===== src/lzw_pkg.sv =====
// shared types, constants and tree sizing functions for the lzw encoder
package lzw_pkg;

  localparam int BYTE_W     = 8;
  localparam int CODE_W     = 12;
  localparam int ENTRY_W    = CODE_W + BYTE_W;
  localparam int FIRST_FREE = 256;
  localparam int CODE_SPACE = 4096;
  localparam int FANIN      = 8;
  localparam int FANIN_SH   = 3;

  typedef enum logic [1:0] {
    ST_IDLE,
    ST_SEARCH,
    ST_EMIT_MISS,
    ST_EMIT_LAST
  } lzw_state_e;

  // one dictionary entry as it moves down the chain
  typedef struct packed {
    logic [ENTRY_W-1:0] entry;
    logic [CODE_W-1:0]  code;
  } lzw_slot_t;

  // insert request from the controller into the head of the chain
  typedef struct packed {
    logic      en;
    lzw_slot_t slot;
  } lzw_ins_t;

  // match report of one cell, zero when no match
  typedef struct packed {
    logic              hit;
    logic [CODE_W-1:0] code;
  } lzw_leaf_t;

  // nodes on level lvl of a tree with n leaves
  function automatic int tree_nodes(input int n, input int lvl);
    int cnt;
    cnt = n;
    for (int l = 0; l < lvl; l++) begin
      cnt = (cnt + FANIN - 1) >> FANIN_SH;
    end
    return cnt;
  endfunction

  // registered levels above the leaves
  function automatic int tree_levels(input int n);
    int cnt;
    int lv;
    cnt = n;
    lv  = 0;
    while (cnt > 1) begin
      cnt = (cnt + FANIN - 1) >> FANIN_SH;
      lv  = lv + 1;
    end
    return (lv < 1) ? 1 : lv;
  endfunction

endpackage


===== src/lzw_cell.sv =====
// one dictionary cell: holds an entry, passes it on at insert, compares the key
module lzw_cell
  import lzw_pkg::*;
#(
  parameter int IDX = 0,
  parameter int CW  = 12
) (
  input  logic               clk_i,
  input  logic               shift_i,
  input  lzw_slot_t          prev_i,
  output lzw_slot_t          slot_o,
  input  logic [ENTRY_W-1:0] key_i,
  input  logic [CW-1:0]      count_i,
  output lzw_leaf_t          leaf_o
);

  lzw_slot_t slot_q;
  lzw_leaf_t leaf_q;
  lzw_leaf_t leaf_d;

  always_comb begin
    leaf_d = '0;
    if ((count_i > CW'(IDX)) && (slot_q.entry == key_i)) begin
      leaf_d.hit  = 1'b1;
      leaf_d.code = slot_q.code;
    end
  end

  always_ff @(posedge clk_i) begin
    if (shift_i) begin
      slot_q <= prev_i;
    end
    leaf_q <= leaf_d;
  end

  assign slot_o = slot_q;
  assign leaf_o = leaf_q;

endmodule


===== config.mk =====
export PLATFORM = sky130hd
export DESIGN_NAME = lzw_cell
export DESIGN_NICKNAME = d
export VERILOG_FILES = /design/src/lzw_pkg.sv /design/src/lzw_cell.sv
export SDC_FILE = /design/constraint.sdc
export NUM_CORES = 1
export LEC_CHECK = 0
export BUFFER_PORTS_ARGS = -buffer_cell sky130_fd_sc_hd__buf_2
export CORE_ASPECT_RATIO = 0.75
export CORE_MARGIN = 4
export CORE_UTILIZATION = 35
export CTS_BUF_LIST = sky130_fd_sc_hd__clkbuf_4
export DETAILED_ROUTE_END_ITERATION = 10
export PLACE_DENSITY = 0.74
export SLEW_MARGIN = 5
export SYNTH_ARGS = -nofsm -noshare
export SYNTH_HDL_FRONTEND = slang
export SYNTH_SLANG_ARGS = --single-unit

===== constraint.sdc =====
create_clock -name clk_i -period 1.6 [get_ports clk_i]
set_clock_uncertainty 0.05 [all_clocks]
set_input_delay 0.16 -clock clk_i [delete_from_list [all_inputs] [get_ports clk_i]]
set_output_delay 0.16 -clock clk_i [all_outputs]
set_load 0.01 [all_outputs]

## Word-level counts from Yosys, hierarchy flattened

Index checks and enable logic that the tools add are counted.

- Register bits: 45
- Bits in latches: 0
- Memory bits (writable): 0
- Memory bits (read-only): 0
- Input port bits: 66
- Output and inout port bits: 45
- Logic and storage cells: 8
- Memories: 0

- Add/subtract/negate cells: 0
- Multiply operators: 0
- Div/mod/pow operators: 0
- Order comparisons: 1
- Equality and inequality tests: 1
- Shifts and indexed selects: 0
- Multiplexer cells: 1
- Bitwise gates (word level): 0
- Reduce and logical (&&, ||, !) cells: 1

Operators by type and width:

| cell | count |
|---|---|
| $eq A20 B20 Y1 | 1 |
| $mux W13 | 1 |
| $gt A12 B1 Y1 const B | 1 |
| $logic_and A1 B1 Y1 | 1 |

## Logic depth before layout (Yosys ltp)

- Depth after elaboration: 3
- Gate-level depth with buffers: 5
- Depth with buffers taken out: 4

## Least setup slack after synthesis

No wires, ideal clock.

- Kind: reg-to-reg
- Start: register slot_q, in the netlist slot_o[23]
- End: register leaf_q, in the netlist leaf_o[1]
- Library setup time: 73 ps
- Arrival: 1,351 ps
- Required time: 1,477 ps
- Path slack: 126 ps
- Stages on the path, launching flop included: 6
- Buffers on the path: 1
- Clock period less this slack: 1,474 ps
- Path through: edfxtp_1 -> xor2_1 -> nor4_1 -> nand2_1 -> buf_6 -> nor3_2

- Word-level cells in the longest chain between the ends: 2

Ends and longest elaborated chain:

| item | RTL line | RTL |
|---|---|---|
| start: declaration | lzw_cell.sv:17 | `lzw_slot_t slot_q;` |
| start signal: assignment | lzw_cell.sv:31 | `slot_q <= prev_i;` |
| $eq A20 B20 Y1 | lzw_cell.sv:23 | `if ((count_i > CW'(IDX)) && (slot_q.entry == key_i)) begin` |
| $logic_and A1 B1 Y1 | lzw_cell.sv:23 |  |
| end signal: assignment | lzw_cell.sv:33 | `leaf_q <= leaf_d;` |
| end: declaration | lzw_cell.sv:18 | `lzw_leaf_t leaf_q;` |

No other way between the ends.
A chain may end at the register's enable or synchronous reset.

## Final worst setup path

- Start: register slot_q, in the netlist slot_o[24]
- End: register leaf_q, in the netlist leaf_o[0]

Same word-level chain as after synthesis.

==> summary.md <==
| Metric | Value |
|---|---|
| Detail Route Antenna Nets | `0` |
| Root Buffer Master | `sky130_fd_sc_hd__clkbuf_4` |
| Kind of start point of the critical path | `register` |
| Clk buf depth | `2` |
| Total CTS buffers | `5` |
| Post-detailed-placement half-perimeter wirelength | `between 3000 and 4000 um` |
| Crit. End Element | `register` |
| Worst Path Max Fanout | `13` |
| Minimum clock period after layout | `between 1.5 and 2 ns` |
| Fin worst setup slack | `0.0762 ns` |
| Max-cap viol count | `0` |
| Maximum number of pins on one net before global-route repair | `20` |
| Gate count after technology mapping | `105` |
| Sink of the worst hold path | `slot_o[27]$_DFFE_PP_` |
| Routed vias | `1378` |
| CTS H-tree depth | `2` |
| Final estimated routing congestion in global placement | `roughly 0.68` |
| CP delay by family, top | `simple AND/OR/NAND/NOR gates` |
| Cell-by-cell listing of the critical path | `xor2_1, nor4_2, nand3_2, buf_12, nor3_1` |
| Initial standard-cell utilization of the core | `0.369` |
| Cell variety after synth | `13` |
| Smallest hold slack | `between 0.15 and 0.2 ns` |
| Worst-skew pair later-pin latency | `0.34 ns` |
| Depth of the worst hold-timing path | `1` |
| Actual transition at the worst max-transition pin | `~0.35 ns` |
| Wire length reported by the detailed router | `about 4600 um` |
| CP Class | `reg -> reg` |
| Setup Buffers After CTS | `0` |
| Wire length of the first global-routing pass | `approximately 7200 um` |
| Worst reg2reg path depth | `5` |
| Power per standard cell area | `between 800 and 900 nW/um^2` |
| Unrepaired setup endpoints after global routing | `yes` |
| Pins Over Slew Limit | `0` |
| Number of synthesized register bits | `between 40 and 50` |
| PortBufs | `110` |
| Share of cells above drive strength 1 | `0.539` |
| Drt wl/cell | `around 15 um` |
| Detailed-route DRC error count | `0` |
| Worst VDD drop | `636 uV` |
| Final number of hold-violating endpoints | `0` |
| Net count of the mapped netlist | `171` |
| Total iterations of the first detailed-routing run | `4` |
| Die area | `~6000 sq um` |
| First DRT Iteration DRCs | `29` |
| Fin crit share | `0.952` |
| DIE HEIGHT | `between 60 and 70 um` |
| TritonCTS sink count | `between 40 and 50` |
| Ranking of synthesized cells by area | `sky130_fd_sc_hd__edfxtp_1 57%, sky130_fd_sc_hd__dfxtp_1 16%, sky130_fd_sc_hd__xor2_1 10%` |
| Minimum setup slack after placement | `around 0.051 ns` |
| Per-instance average area after synthesis | `between 15 and 20 sq um` |
| Width of the chip | `approximately 88 um` |
| Setup-failing EPs final | `0` |
| Leak Pwr | `roughly 0.0012 uW` |
| Result of the run | `finished clean` |
| Remaining max-slew budget at the tightest pin | `0.765` |
| Layout area overhead | `62.7%` |
| Initial antenna violation count | `0` |
| Reg2Reg Capture Point | `leaf_o[0]$_SDFF_PN0_` |
| Final TNS setup | `0 ns` |
| Post-synth top area cell | `sky130_fd_sc_hd__edfxtp_1` |
| Number of antenna cells inserted | `0` |
| I/O pin count | `about 110` |
| Number of placement rows | `21` |
| Worst-case register-to-register setup slack | `0.08 ns` |
| Via-per-instance ratio | `4.40` |
| Via count of the first global-routing pass | `roughly 1500` |
| Sequential cell area fraction in the yosys report | `0.728` |
| Data arrival time of the worst path | `approximately 1.8 ns` |
| Origin of the worst min-delay path | `shift_i` |
| Achievable Freq | `about 660 MHz` |
| Overall power of the completed layout | `between 2000 and 2500 uW` |
| Count of buffering cells on the critical path with inverters included | `1` |
| Required arrival time at the worst endpoint | `1.83 ns` |
| Area of the core | `around 4500 sq um` |
| All-layer global routing usage | `0.166` |
| Overflow left after global routing | `0` |
| FF-to-FF Start | `slot_o[24]$_DFFE_PP_` |
| Final #Nets | `~320` |
| CTS tree | `built` |
| Netlist Area Pre-Place | `~1700 sq um` |
| Slowest cell on the critical path | `sky130_fd_sc_hd__edfxtp_1` |
| Post-synth top area share | `0.573` |
| Final design utilization | `0.601` |
| Number of synthesis warnings | `0` |
| CTS clk-pin slew, worst paths | `between 0.1 and 0.15 ns` |
| Delay of the slowest cell on the worst path | `around 0.42 ns` |
| Tightest Hold Check Type | `in -> reg` |
## cell usage after synthesis
master                      n
sky130_fd_sc_hd__nor3_1     2
sky130_fd_sc_hd__nor3_2    10
sky130_fd_sc_hd__buf_4      1
sky130_fd_sc_hd__nor2_1     1
sky130_fd_sc_hd__dfxtp_1   13
sky130_fd_sc_hd__nand3_2    1
sky130_fd_sc_hd__nand2_1   13
sky130_fd_sc_hd__nand3_1    2
sky130_fd_sc_hd__edfxtp_1  32
sky130_fd_sc_hd__xor2_1    20
sky130_fd_sc_hd__buf_6      2
sky130_fd_sc_hd__nor4_1     5
sky130_fd_sc_hd__nor4_2     3
## placed cells by master (no fill, tap or decap)
cell type,synthesis,final
sky130_fd_sc_hd__buf_2,0,110
sky130_fd_sc_hd__buf_4,1,1
sky130_fd_sc_hd__dlygate4sd3_1,0,32
sky130_fd_sc_hd__clkinv_4,0,1
sky130_fd_sc_hd__nand3_1,2,2
sky130_fd_sc_hd__nor2_1,1,1
sky130_fd_sc_hd__dfxtp_1,13,13
sky130_fd_sc_hd__xor2_1,20,20
sky130_fd_sc_hd__nand3_2,1,1
sky130_fd_sc_hd__nand2_1,13,13
sky130_fd_sc_hd__clkbuf_4,0,5
sky130_fd_sc_hd__buf_12,0,3
sky130_fd_sc_hd__clkinv_1,0,1
sky130_fd_sc_hd__nor4_1,5,3
sky130_fd_sc_hd__edfxtp_1,32,32
sky130_fd_sc_hd__nor3_1,2,1
sky130_fd_sc_hd__clkinv_2,0,1
sky130_fd_sc_hd__nor3_2,10,11
sky130_fd_sc_hd__nor4_2,3,5
## power by group
part	internal, uW	switching (uW)
Clock	167	351
Combinational	191	164
Sequential	1320	38.0
Total	1680	554
## layout make-up
type	instances	area [sq um]
Multi-Input combinational cell	57	444
Clock inverter	3	17.5
Sequential cell	45	1220
Tap cell	57	71.3
Clock buffer	5	37.5
Fill cell	366	1820
Timing Repair Buffer	146	938
## per-layer routing
layer | vias to the layer above | share of wire | track usage
li1 | 679 | - | -
met1 | 631 | 0.36 | 0.168
met2 | 64 | 0.53 | 0.305
met3 | 4 | 0.098 | 0.0722
met4 | 0 | 0.012 | 0.0594
met5 | - | 0 | 0
## sequential cells by signal, summed over array words and instances, names as in the netlist
register / flops
slot_o: 32
leaf_o: 13
## worst max-delay path by stage
stage                               from  cells after the start               endpoint
finish              slot_o[24]$_DFFE_PP_                      5   leaf_o[0]$_SDFF_PN0_
detailed placement  slot_o[24]$_DFFE_PP_                      5   leaf_o[0]$_SDFF_PN0_
global route        slot_o[12]$_DFFE_PP_                      5   leaf_o[8]$_SDFF_PN0_
global placement    slot_o[28]$_DFFE_PP_                      5  leaf_o[11]$_SDFF_PN0_
CTS                 slot_o[16]$_DFFE_PP_                      5   leaf_o[0]$_SDFF_PN0_
floorplan           slot_o[23]$_DFFE_PP_                      5   leaf_o[1]$_SDFF_PN0_
## through the flow
| stage | instances | cell area, sq um |
|---|---|---|
| 2_1_floorplan | 105 | 1680 |
| 3_3_place_gp | 273 | 2340 |
| 3_5_place_dp | 273 | 2340 |
| 4_1_cts | 313 | 2710 |
| 5_1_grt | 313 | 2730 |
| 6_report | 313 | 2730 |
## timing repair
item / in CTS / in global routing
setup endpoints to repair: 0 / 12
hold buffers: 32 / 0
hold endpoints to repair: 32 / 0
gates resized for setup: 0 / 3
## logic make-up (layout without fill, tap and decap cells)
group / count (synthesis) / after routing / synth area share
xor gates and xnor gates: 20 / 20 / 0.104
DFF: 45 / 45 / 0.728
buffers and inverters: 3 / 154 / 0.0179
and+or+nand+nor: 37 / 37 / 0.150
(Power assumes the default switching activity.)
